==> src/sv/jldp_pkg.sv <==
// ----------------------------------------------------------------------------
// jldp_pkg
// Shared widths, constants, codes and helpers of the jerk-limited
// deceleration profile block.
// ----------------------------------------------------------------------------
`default_nettype none

package jldp_pkg;

    // Field widths
    localparam int POS_W   = 32;
    localparam int SPD_W   = 23;
    localparam int ACC_W   = 22;
    localparam int TIME_W  = 32;
    localparam int JERK_W  = 23;
    localparam int RATIO_W = 17;

    // Shared multiplier operand width (signed)
    localparam int MUL_W = 34;

    // Shared divider widths
    localparam int DIV_NW = 52;
    localparam int DIV_DW = 24;

    // Square root input width
    localparam int SQRT_W = 64;

    // Configuration port
    localparam int APB_AW = 5;
    localparam int APB_DW = 32;

    // Fixed-point constants
    localparam logic [RATIO_W-1:0] RATIO_ONE    = 17'd65536;
    localparam logic [SPD_W-1:0]   SPEED_EPS    = 23'd656;
    localparam logic [TIME_W-1:0]  DT_DEFAULT   = 32'd6554;
    localparam logic [TIME_W-1:0]  STEP_DEFAULT = 32'd100000;
    localparam logic [SPD_W-1:0]   SPEED_MAX    = 23'h7FFFFF;
    localparam logic [19:0]        US_PER_SEC   = 20'd1000000;

    // Register reset values
    localparam logic [ACC_W-1:0]   MIN_ACCEL_RST   = 22'h3868F6; // -497418
    localparam logic [JERK_W-1:0]  MIN_JERK_RST    = 23'h73599A; // -829030
    localparam logic [RATIO_W-1:0] DECEL_RATIO_RST = 17'd39322;
    localparam logic [RATIO_W-1:0] JERK_RATIO_RST  = 17'd39322;
    localparam logic [RATIO_W-1:0] SPEED_RATIO_RST = 17'd0;

    // Register map
    typedef enum logic [2:0] {
        REG_MIN_ACCEL   = 3'd0,
        REG_MIN_JERK    = 3'd1,
        REG_DECEL_RATIO = 3'd2,
        REG_JERK_RATIO  = 3'd3,
        REG_SPEED_RATIO = 3'd4
    } t_reg_idx;

    // Where the sequencer goes after a point has been emitted
    typedef enum logic [1:0] {
        AFT_START,
        AFT_NEXT,
        AFT_LAST
    } t_after;

    typedef enum logic [4:0] {
        S_IDLE,
        S_DISPATCH,
        S_DIST_X,
        S_DIST_Y,
        S_SQRT,
        S_SQRT_WAIT,
        S_EMIT,
        S_DT,
        S_DT_WAIT,
        S_TD,
        S_JERK,
        S_PHASE,
        S_AA,
        S_MAG,
        S_MAG_WAIT,
        S_JD,
        S_NA,
        S_AVG,
        S_AVG_LO,
        S_AVG_HI,
        S_NV,
        S_TIME,
        S_GAP,
        S_STEP,
        S_STEP_WAIT,
        S_TSUM,
        S_UPD,
        S_OUT,
        S_GOAL,
        S_HOLD
    } t_state;

    // Start/done pair of an iterative unit
    typedef struct packed {
        logic start;
    } t_unit_req;

    typedef struct packed {
        logic done;
    } t_unit_rsp;

    // Ratios above one act as one
    function automatic logic [RATIO_W-1:0] ratio_clip(input logic [RATIO_W-1:0] r);
        return (r > RATIO_ONE) ? RATIO_ONE : r;
    endfunction

endpackage

`default_nettype wire

==> src/sv/jldp_div.sv <==
// ----------------------------------------------------------------------------
// jldp_div
// Restoring unsigned divider, one quotient bit per cycle.
// ----------------------------------------------------------------------------
`default_nettype none

module jldp_div (
    input  wire logic                           i_clk,
    input  wire logic                           i_rst_n,
    input  wire jldp_pkg::t_unit_req            i_req,
    input  wire logic [jldp_pkg::DIV_NW-1:0]    i_num,
    input  wire logic [jldp_pkg::DIV_DW-1:0]    i_den,
    output jldp_pkg::t_unit_rsp                 o_rsp,
    output logic [jldp_pkg::DIV_NW-1:0]         o_quo
);
    import jldp_pkg::*;

    localparam int CNT_W = $clog2(DIV_NW + 1);

    logic              r_busy;
    logic              r_done;
    logic [CNT_W-1:0]  r_cnt;
    logic [DIV_NW-1:0] r_num;
    logic [DIV_DW-1:0] r_rem;
    logic [DIV_DW-1:0] r_den;
    logic [DIV_DW:0]   trial;
    logic              fits;

    // next partial remainder with the next dividend bit brought down
    assign trial = {r_rem, r_num[DIV_NW-1]};
    assign fits  = (trial >= {1'b0, r_den});

    // control
    always_ff @(posedge i_clk) begin
        if (!i_rst_n) begin
            r_busy <= 1'b0;
            r_done <= 1'b0;
            r_cnt  <= '0;
        end else begin
            r_done <= 1'b0;
            if (i_req.start) begin
                r_busy <= 1'b1;
                r_cnt  <= CNT_W'(DIV_NW);
            end else if (r_busy) begin
                r_cnt <= r_cnt - 1'b1;
                if (r_cnt == CNT_W'(1)) begin
                    r_busy <= 1'b0;
                    r_done <= 1'b1;
                end
            end
        end
    end

    // datapath: quotient bits shift in where dividend bits shift out
    always_ff @(posedge i_clk) begin
        if (i_req.start) begin
            r_num <= i_num;
            r_den <= i_den;
            r_rem <= '0;
        end else if (r_busy) begin
            if (fits) begin
                r_rem <= DIV_DW'(trial - {1'b0, r_den});
            end else begin
                r_rem <= trial[DIV_DW-1:0];
            end
            r_num <= {r_num[DIV_NW-2:0], fits};
        end
    end

    assign o_rsp.done = r_done;
    assign o_quo      = r_num;

endmodule

`default_nettype wire

==> config.mk <==
export PLATFORM = sky130hd
export DESIGN_NAME = jldp_div
export DESIGN_NICKNAME = d
export VERILOG_FILES = /design/src/sv/jldp_pkg.sv /design/src/sv/jldp_div.sv
export SDC_FILE = /design/constraint.sdc
export NUM_CORES = 1
export LEC_CHECK = 0
export BUFFER_PORTS_ARGS = -buffer_cell sky130_fd_sc_hd__buf_2
export CORE_ASPECT_RATIO = 1.2
export CORE_MARGIN = 2
export CORE_UTILIZATION = 58
export DETAILED_ROUTE_END_ITERATION = 12
export GPL_ROUTABILITY_DRIVEN = 1
export HOLD_SLACK_MARGIN = 0.08
export PLACE_DENSITY = 0.85
export SETUP_SLACK_MARGIN = 0.5
export SYNTH_ARGS = -nofsm -noshare
export SYNTH_HDL_FRONTEND = slang
export SYNTH_SLANG_ARGS = --single-unit
export TNS_END_PERCENT = 20
==> constraint.sdc <==
create_clock -name i_clk -period 5.5 [get_ports i_clk]
set_input_delay 0.275 -clock i_clk [delete_from_list [all_inputs] [get_ports i_clk]]
set_output_delay 0.275 -clock i_clk [all_outputs]
set_load 0.005 [all_outputs]
==> results.md <==
- Worst path slowest cell: o21ai_2
- CTS root buf: clkbuf_16
- I/O Buffers: 131
- Mapped cell area: 0.00562 mm2
- Critical Path RT: 5.71 ns
- Hold Slack: 0.0870 ns
- WL/cell: 16.9 um
- Total gr overflow: 0
- TritonCTS buffer count: 9
- CTS Buffer Depth: 2
- Ys Warns: 0
- Final instance area: 0.00664 mm2
- First-pass detailed-route iteration total: 5
- CP max FO: 19
- Syn_area_per_cell: 11.8 um2
- Netlist cell types: 51
- Max_cap viols: 0
- Syn Inst Count: 477
- # rows: 39
- Seq pwr share: 49.0%
- Primary FF master, synth: edfxtp_1
- Tmin final: 3.25 ns
- CP cell instances: inv_1 > ha_1 > nand3_1 > a21oi_1 > o31ai_2 > a31oi_1 > o31a_2 > a221oi_4 > o21ai_2 > buf_4 > mux2i_1 > a211oi_1
- Sw power: 578 uW
- Post-layout power: 2050 uW
- Crit path DAT: 3.45 ns
- Post-CTS Setup Inserts: 0
- Outcome: completed
- TritonCTS clock tree: yes
- DRC: 0
- Post-synth EDFFs: 76
- RePlAce Congestion: 0.913
- Async SR Flop Fraction: 0%
- Initial Utilization: 59.3%
- CP peak stage delay: 0.51 ns
- Post-synthesis register bit count: 108
- Die Ht: 112 um
- DP Wirelength: 8.92 mm
- DP Area: 0.00636 mm2
- Tcrit/Tclk final: 59.1%
- Final hold vios: 0
- Vias in the first global route: 4132
- DR vias/cell: 5.68
- Worst path bufs/invs: 2
- Top delay family on crit path: compound AO/OA/AOI/OAI gates
- Setup_tns: 0 ns
- CTS clock-pin slew for the worst setup and hold paths: 0.08 ns
- # resized after CTS: 0
- Final net count: 708
- Max rail drop VDD: 0.234 mV
- Die width: 93.8 um
- Kind of end point of the critical path: register
- Wire length of the first global-routing pass: 19.5 mm
- Static leakage: 0.00283 uW
- Final Util: 70.1%
- Final-layout fill cell count: 693
- Power Dens Cells: 308 mW/mm2
- Fmax: 0.308 GHz
- Worst slew pin tran: 1.05 ns
- Type of the worst min-delay path: input pin to register
- Startpoint types: register
- Antenna diodes: 0
- Clock Latency Late Sink: 0.36 ns
- Pins Over Slew Limit: 0
- Switching share of power: 28.2%
- Total track usage: 23.7%
- Post-synthesis sequential area ratio: 52.0%
- Area growth syn-to-layout: 18.2%
- Clock Power Share: 30.6%
- CTS hold repair buffers: 0
- H-tree lvl count: 3
- Drt total wl: 12.3 mm
- Post-synth net total: 583
- Largest net degree at the start of global routing: 60
- Relative slew slack: 30.2%
- Final setup viols: 0
- Skew final: 0.0104 ns
- RSZ-0062 raised after global routing: false
- Antenna-violating nets left: 0
- Top-level port count: 132
- Die area: 0.0105 mm2
- Setup Crit Path Kind: register to register
- Placeable Area: 0.00947 mm2
- Comb pwr share: 20.4%
- Detailed Route Iter0 Violations: 240
- Pint: 1470 uW
- Vias: 4146
- Share of layout cells above drive strength 1: 34.3%
- Initial antenna violation count: 0
- Clk sinks: 108
## area by class of cell
class / instances / area (um2) / share of cell area [%]
Clock inverter: 7 / 56.3 / 0.848
Tap cell: 123 / 154 / 2.32
Timing Repair Buffer: 134 / 681 / 10.3
Sequential cell: 108 / 2920 / 44.0
Clock buffer: 9 / 225 / 3.39
Multi-Input combinational cell: 313 / 2470 / 37.1
Inverter: 36 / 135 / 2.04
## cells by family after synthesis
| family | synth area share [%] |
|---|---|
| AOI/OAI and AO/OA | 12.6 |
| buffers and inverters | 4.03 |
| xor gates and xnor gates | 3.90 |
| adders and majority gates | 6.15 |
| DFF | 52.0 |
| and+or+nand+nor | 7.46 |
| muxes | 13.8 |
## flip-flops by register name, summed over array words and instances (netlist names)
| register | count |
|---|---|
| o_quo | 52 |
| r_den | 24 |
| r_rem | 24 |
| r_cnt | 6 |
| o_rsp | 1 |
| r_busy | 1 |
## per-stage QoR
step / std cells / worst slack [ns]
final: 730 / 2.25
after global routing: 730 / 2.02
after CTS: 730 / 2.24
after detailed placement: 714 / 2.27
after global placement: 714 / 2.44
after floorplan: 477 / 2.78
## cell usage in the layout, fill, tap and decap left out, drive strengths merged, types with 6 or more instances in the layout
cell	count
mux2	52
dfxtp	32
nand2	18
ha	26
a21o	11
buf	134
nor3	6
xnor2	16
clkbuf	9
nand3	8
o21ai	11
o21a	7
mux2i	19
a21oi	25
a211oi	16
edfxtp	76
xor2	9
nor2	42
inv	40
## worst paths after layout
kind,slack [ns],cells after the start,from,end
worst max register to register,2.25,12,r_den[2]$_DFFE_PP_,r_rem[15]$_SDFFE_PP0P_
worst min-delay path,0.09,1,i_den[5],r_den[5]$_DFFE_PP_
worst max-delay path,2.25,12,r_den[2]$_DFFE_PP_,r_rem[15]$_SDFFE_PP0P_
worst min register to register,0.48,2,r_rem[23]$_SDFFE_PP0P_,r_rem[23]$_SDFFE_PP0P_
## power by group through the flow
stage,clock network [uW],logic (uW),registers [uW]
2_1_floorplan,0,284,1010
3_3_place_gp,0,398,1020
3_5_place_dp,0,413,1020
4_1_cts,632,417,1000
5_1_grt,661,458,1010
6_report,627,417,1000
## cells in the mapped netlist (3+ instances only)
cell type,n,area (um2)
o21ai_0,6,30.0
inv_1,36,135
ha_1,26,325
xor2_1,9,78.8
xnor2_1,16,140
nand2b_1,4,25.0
clkbuf_1,17,63.8
o21a_1,7,52.6
nand2_1,18,67.6
a21oi_1,24,120
mux2_2,52,586
nor2_1,42,158
a31oi_1,4,25.0
nor3_1,6,30.0
edfxtp_1,76,2280
dfxtp_1,32,641
nor2b_1,3,18.8
o311a_1,4,40.0
nand3_1,8,40.0
a21o_1,11,82.6
a211oi_1,15,113
nand4_1,3,18.8
o21ai_1,4,20.0
mux2i_1,19,190
## worst register-to-register path: cells and delay by family, from the launching register on
kind,cells,cell delay (ns)
fa+ha+maj,1,0.35
buf+inv,2,0.51
compound gates,7,1.55
simple gates,1,0.12
mux,1,0.25
flops,1,0.33
## metal layers
layer / part of all wire, % / global-route usage, % / vias to the layer above
li1: - / - / 2003
met1: 39 / 27.8 / 1955
met2: 50 / 40.6 / 159
met3: 7.9 / 6.63 / 29
met4: 2.7 / 9.66 / 0
met5: 0 / 0 / -
Note: power is estimated with default switching activity, not from simulation.
