`src/sv/jldp_pkg.sv`:
```
// ----------------------------------------------------------------------------
// jldp_pkg
// Shared widths, constants, codes and helpers of the jerk-limited
// deceleration profile block.
// ----------------------------------------------------------------------------
`default_nettype none

package jldp_pkg;

    // Field widths
    localparam int POS_W   = 32;
    localparam int SPD_W   = 23;
    localparam int ACC_W   = 22;
    localparam int TIME_W  = 32;
    localparam int JERK_W  = 23;
    localparam int RATIO_W = 17;

    // Shared multiplier operand width (signed)
    localparam int MUL_W = 34;

    // Shared divider widths
    localparam int DIV_NW = 52;
    localparam int DIV_DW = 24;

    // Square root input width
    localparam int SQRT_W = 64;

    // Configuration port
    localparam int APB_AW = 5;
    localparam int APB_DW = 32;

    // Fixed-point constants
    localparam logic [RATIO_W-1:0] RATIO_ONE    = 17'd65536;
    localparam logic [SPD_W-1:0]   SPEED_EPS    = 23'd656;
    localparam logic [TIME_W-1:0]  DT_DEFAULT   = 32'd6554;
    localparam logic [TIME_W-1:0]  STEP_DEFAULT = 32'd100000;
    localparam logic [SPD_W-1:0]   SPEED_MAX    = 23'h7FFFFF;
    localparam logic [19:0]        US_PER_SEC   = 20'd1000000;

    // Register reset values
    localparam logic [ACC_W-1:0]   MIN_ACCEL_RST   = 22'h3868F6; // -497418
    localparam logic [JERK_W-1:0]  MIN_JERK_RST    = 23'h73599A; // -829030
    localparam logic [RATIO_W-1:0] DECEL_RATIO_RST = 17'd39322;
    localparam logic [RATIO_W-1:0] JERK_RATIO_RST  = 17'd39322;
    localparam logic [RATIO_W-1:0] SPEED_RATIO_RST = 17'd0;

    // Register map
    typedef enum logic [2:0] {
        REG_MIN_ACCEL   = 3'd0,
        REG_MIN_JERK    = 3'd1,
        REG_DECEL_RATIO = 3'd2,
        REG_JERK_RATIO  = 3'd3,
        REG_SPEED_RATIO = 3'd4
    } t_reg_idx;

    // Where the sequencer goes after a point has been emitted
    typedef enum logic [1:0] {
        AFT_START,
        AFT_NEXT,
        AFT_LAST
    } t_after;

    typedef enum logic [4:0] {
        S_IDLE,
        S_DISPATCH,
        S_DIST_X,
        S_DIST_Y,
        S_SQRT,
        S_SQRT_WAIT,
        S_EMIT,
        S_DT,
        S_DT_WAIT,
        S_TD,
        S_JERK,
        S_PHASE,
        S_AA,
        S_MAG,
        S_MAG_WAIT,
        S_JD,
        S_NA,
        S_AVG,
        S_AVG_LO,
        S_AVG_HI,
        S_NV,
        S_TIME,
        S_GAP,
        S_STEP,
        S_STEP_WAIT,
        S_TSUM,
        S_UPD,
        S_OUT,
        S_GOAL,
        S_HOLD
    } t_state;

    // Start/done pair of an iterative unit
    typedef struct packed {
        logic start;
    } t_unit_req;

    typedef struct packed {
        logic done;
    } t_unit_rsp;

    // Ratios above one act as one
    function automatic logic [RATIO_W-1:0] ratio_clip(input logic [RATIO_W-1:0] r);
        return (r > RATIO_ONE) ? RATIO_ONE : r;
    endfunction

endpackage

`default_nettype wire

```
`src/sv/jldp_isqrt.sv`:
```
// ----------------------------------------------------------------------------
// jldp_isqrt
// Digit-by-digit integer square root, one root bit per cycle.
// ----------------------------------------------------------------------------
`default_nettype none

module jldp_isqrt (
    input  wire logic                           i_clk,
    input  wire logic                           i_rst_n,
    input  wire jldp_pkg::t_unit_req            i_req,
    input  wire logic [jldp_pkg::SQRT_W-1:0]    i_val,
    output jldp_pkg::t_unit_rsp                 o_rsp,
    output logic [jldp_pkg::SQRT_W/2-1:0]       o_root
);
    import jldp_pkg::*;

    localparam int RW    = SQRT_W / 2;
    localparam int CNT_W = $clog2(RW + 1);

    logic             r_busy;
    logic             r_done;
    logic [CNT_W-1:0] r_cnt;
    logic [SQRT_W-1:0] r_val;
    logic [RW+1:0]    r_rem;
    logic [RW-1:0]    r_root;
    logic [RW+3:0]    rem4;
    logic [RW+3:0]    trial;
    logic             fits;

    // bring down two bits, try root*4+1
    assign rem4  = {r_rem, r_val[SQRT_W-1:SQRT_W-2]};
    assign trial = {2'b00, r_root, 2'b01};
    assign fits  = (rem4 >= trial);

    // control
    always_ff @(posedge i_clk) begin
        if (!i_rst_n) begin
            r_busy <= 1'b0;
            r_done <= 1'b0;
            r_cnt  <= '0;
        end else begin
            r_done <= 1'b0;
            if (i_req.start) begin
                r_busy <= 1'b1;
                r_cnt  <= CNT_W'(RW);
            end else if (r_busy) begin
                r_cnt <= r_cnt - 1'b1;
                if (r_cnt == CNT_W'(1)) begin
                    r_busy <= 1'b0;
                    r_done <= 1'b1;
                end
            end
        end
    end

    // datapath
    always_ff @(posedge i_clk) begin
        if (i_req.start) begin
            r_val  <= i_val;
            r_rem  <= '0;
            r_root <= '0;
        end else if (r_busy) begin
            r_val <= {r_val[SQRT_W-3:0], 2'b00};
            if (fits) begin
                r_rem  <= (RW+2)'(rem4 - trial);
                r_root <= {r_root[RW-2:0], 1'b1};
            end else begin
                r_rem  <= rem4[RW+1:0];
                r_root <= {r_root[RW-2:0], 1'b0};
            end
        end
    end

    assign o_rsp.done = r_done;
    assign o_root     = r_root;

endmodule

`default_nettype wire

```
`config.mk`:
```
export PLATFORM = sky130hd
export DESIGN_NAME = jldp_isqrt
export DESIGN_NICKNAME = d
export VERILOG_FILES = /design/src/sv/jldp_pkg.sv /design/src/sv/jldp_isqrt.sv
export SDC_FILE = /design/constraint.sdc
export NUM_CORES = 1
export LEC_CHECK = 0
export BUFFER_PORTS_ARGS = -buffer_cell sky130_fd_sc_hd__buf_4
export CAP_MARGIN = 25
export CORE_ASPECT_RATIO = 1.2
export CORE_MARGIN = 8
export CORE_UTILIZATION = 48
export DETAILED_ROUTE_END_ITERATION = 6
export HOLD_SLACK_MARGIN = 0.1
export PLACE_DENSITY = 0.79
export SLEW_MARGIN = 15
export SYNTH_ARGS = -nofsm -noshare
export SYNTH_HDL_FRONTEND = slang
export SYNTH_SLANG_ARGS = --single-unit
```
`constraint.sdc`:
```
create_clock -name i_clk -period 3.85 [get_ports i_clk]
set_clock_uncertainty 0.1 [all_clocks]
set_input_delay 1.155 -clock i_clk [delete_from_list [all_inputs] [get_ports i_clk]]
set_output_delay 1.155 -clock i_clk [all_outputs]
set_load 0.1 [all_outputs]
```
==> impl_results.md <==
* Post-synthesis async set-or-reset flop share at 0%
* Pre-Repair DR Iteration Count at 5
* Routed Antenna Nets at 0
* First DRT Iteration DRCs at 301
* Worst-path clk slew at 0.06 ns
* Final setup vio count at 0
* Initial antenna violation count at 0
* Fin area at 9070 um2
* Area Overhead vs Synth at 20.1%
* Leakage power at 3.64 nW
* WL/cell at 15.7 um
* Clock Power Share at 29.8%
* Initial Utilization at 48.7%
* Vias per std cell at 5.44
* Critical Path Fanout Max at 18
* Area leader, netlist: edfxtp_1
* Status: complete, no violations
* I/O pin total at 100
* Crit. End Element: flop
* Combinational power share at 38.3%
* R2r worst-path depth at 12
* Top cells by area, synth: edfxtp_1 (25%), dfxtp_1 (20%), mux2_2 (9.2%)
* RSZ-0062 raised after global routing: false
* Crit path launch type: flop
* Synth warn at 0
* CP max stage cell: a2111o_1
* CTS Buf Count at 17
* Post-CTS Setup Bufs at 0
* Total GRT Usage at 16.8%
* Die footprint at 20000 um2
* Reg2Reg Setup Slack at 0.41 ns
* CTS tree: done
* Max cap viols at 0
* Peak Freq at 0.290 GHz
* Vias in the first global route at 5714
* Syn Inst Count at 745
* Rel. slew slack at 52.3%
* Ant. Diodes at 0
* Reg2reg start: o_root[27]$_SDFFE_PP0P_
* Clk root buf: clkbuf_16
* Yosys reg bits at 138
* Die height at 153 um
* First-pass GRT wire length at 27100 um
* Final #Nets at 932
* Hold_sp: r_cnt[0]$_SDFFE_PP0P_
* R2r endpoint: r_rem[10]$_SDFFE_PP0P_
* Critical Path RT at 4.02 ns
* VDD IR max at 0.342 mV
* Sequential Power Share at 31.9%
* P_sw at 2.00 mW
* Sequential area share after synthesis at 45.1%
* Hold Crit Depth at 2
* Worst EP arrival at 3.61 ns
* Worst-Margin Slew at 0.716 ns
* Largest net degree at the start of global routing at 65
* Hold EP: r_cnt[0]$_SDFFE_PP0P_
* Core box area at 15500 um2
* Netlist cell types at 58
* Synth Area per Inst at 10.1 um2
* Yosys top cell area share at 25.5%
* DP Cell Count at 1018
* Die width at 130 um
* Final worst path period share at 89.4%
* CTS-repair resized insts at 0
* H-Tree Depth at 4
* Sum Neg Setup Slack at 0 ns
* DR vias at 5707
* IO buf count at 99
* Slew Limit Fails at 0
* Dpl hpwl at 11500 um
* Cell area after synthesis at 7550 um2
* Area after DPL at 8450 um2
* Sink Count at 138
* Switching share of power at 35.0%
* Hold buffers post-CTS at 0
* GR Overflow Total at 0
* Power Internal at 3.72 mW
* EDFF count, synth at 64
* Critical Path Max Stage Delay at 0.46 ns
* Final Hold Viols at 0
* Crit-path cells: inv_1 -> ha_1 -> and3_1 -> and3_1 -> nor4b_1 -> a221o_1 -> a2111o_1 -> a31oi_4 -> buf_4 -> buf_4 -> mux2i_1 -> a211oi_1
* Main synth FF type: dfxtp_1
* Non-filler instance count after layout at 1050
* Worst Hold Class: reg2reg
* Clock Latency Late Sink at 0.43 ns
* # rows at 50
* Longest Clk Path Bufs at 2
* Gpl congestion at 0.860
* Final wirelength at 16500 um
* Minimum clock period at 3.44 ns
* Power Density at 631 nW/um2
* Share of cells above drive strength 1 at 24.5%
* Critical path class: reg2reg
* DRC at 0
* Syn Nets at 848
-- metal layers --
layer | track usage, % | routed length, um | up-vias
li1 | - | - | 2870
met1 | 18.8 | 6910 | 2684
met2 | 27.7 | 8060 | 129
met3 | 6.79 | 1230 | 24
met4 | 6.58 | 286 | 0
met5 | 0 | 0 | -
-- flip-flops by register name (all words and copies together) (netlist names) --
name    cells
r_cnt       6
r_busy      1
o_rsp       1
r_rem      34
o_root     32
r_val      64
-- worst max-delay path by stage --
| stage | startpoint | endpoint | depth (start not counted) |
|---|---|---|---|
| final | o_root[27]$_SDFFE_PP0P_ | r_rem[10]$_SDFFE_PP0P_ | 12 |
| after global routing | o_root[27]$_SDFFE_PP0P_ | r_rem[8]$_SDFFE_PP0P_ | 12 |
| after CTS | o_root[27]$_SDFFE_PP0P_ | r_rem[10]$_SDFFE_PP0P_ | 12 |
| after detailed placement | o_root[28]$_SDFFE_PP0P_ | r_rem[10]$_SDFFE_PP0P_ | 12 |
| after global placement | o_root[28]$_SDFFE_PP0P_ | r_rem[13]$_SDFFE_PP0P_ | 12 |
| after floorplan | o_root[7]$_SDFFE_PP0P_ | r_rem[32]$_SDFFE_PP0P_ | 13 |
-- cell usage after synthesis (3+ instances only) --
library cell and number:
a211oi_1 32, nor2_1 101, o21a_1 4, ha_1 36, dfxtp_1 74, a21oi_1 41
nor2b_1 8, and3_1 6, buf_4 3, a31oi_1 4, or3_1 3, nand2b_1 7
a21o_1 15, o211ai_1 6, xnor2_1 14, clkbuf_1 33, nand4_1 6, o21bai_1 5
and2_1 5, xor2_1 16, o21ai_0 19, nor3_1 15, inv_1 38, o22ai_1 3
nand2_1 30, a221oi_1 4, nand3_1 10, edfxtp_1 64, mux2i_1 43, mux2_2 62
and4_1 3
-- cell families after synthesis --
family                     after synthesis  synth area share (%)
adders and majority gates               36                  5.97
AOI/OAI and AO/OA                      154                  14.0
buffers and inverters                   80                  4.36
and+or+nand+nor                        202                  12.2
DFF                                    138                  45.1
xor gates and xnor gates                30                  3.48
muxes                                  105                  15.0
-- cells in the final DEF (no fill, tap or decap), drive strengths merged, types with 5 or more instances in the layout --
master  instances
a31oi           5
nand3          10
xnor2          14
nand2          30
ha             36
a21oi          41
a211oi         33
inv            44
o21bai          5
nand2b          7
and2            5
nor3           15
mux2           62
a21o           15
nand4           6
o211ai          6
nor2          101
and3            6
dfxtp          74
edfxtp         64
nor2b           8
o21ai          20
clkbuf         17
xor2           16
buf           107
mux2i          43
-- power groups by stage --
stage          combinational [mW]  clock, mW  sequential, mW
2_1_floorplan                1.80          0            1.83
3_3_place_gp                 2.13          0            1.85
3_5_place_dp                 2.16          0            1.85
4_1_cts                      2.18       1.74            1.82
5_1_grt                      2.42       1.80            1.84
6_report                     2.19       1.71            1.82
-- stage by stage --
step | util (%) | hold slack [ns] | setup slack [ns] | power (mW)
2_1_floorplan | - | 0.358 | 0.0803 | 3.63
4_1_cts | 58.4 | 0.398 | 0.423 | 5.74
3_3_place_gp | 54.5 | 0.379 | 0.561 | 3.98
5_1_grt | 58.4 | 0.419 | 0.223 | 6.05
3_5_place_dp | 54.5 | 0.390 | 0.444 | 4.01
6_report | 58.4 | 0.394 | 0.407 | 5.72
-- critical path: cells and delay by family (launching register included) --
kind	cells	cell delay, ns
buffers and inverters	3	0.52
adder cells (fa/ha/maj)	1	0.37
flip-flops	1	0.38
multiplexers	1	0.23
AO/OA/AOI/OAI	4	1.05
AND/OR/NAND/NOR	3	0.63
-- area by class of cell --
type	instances	area (um2)
fill	1379	6450
multi-input combinational	527	3820
sequential	138	3410
timing repair buffer	107	828
clock buffer	17	425
tap	208	260
clock inverter	15	188
inverter	38	143
No activity file was read; power rests on OpenSTA's default activity.
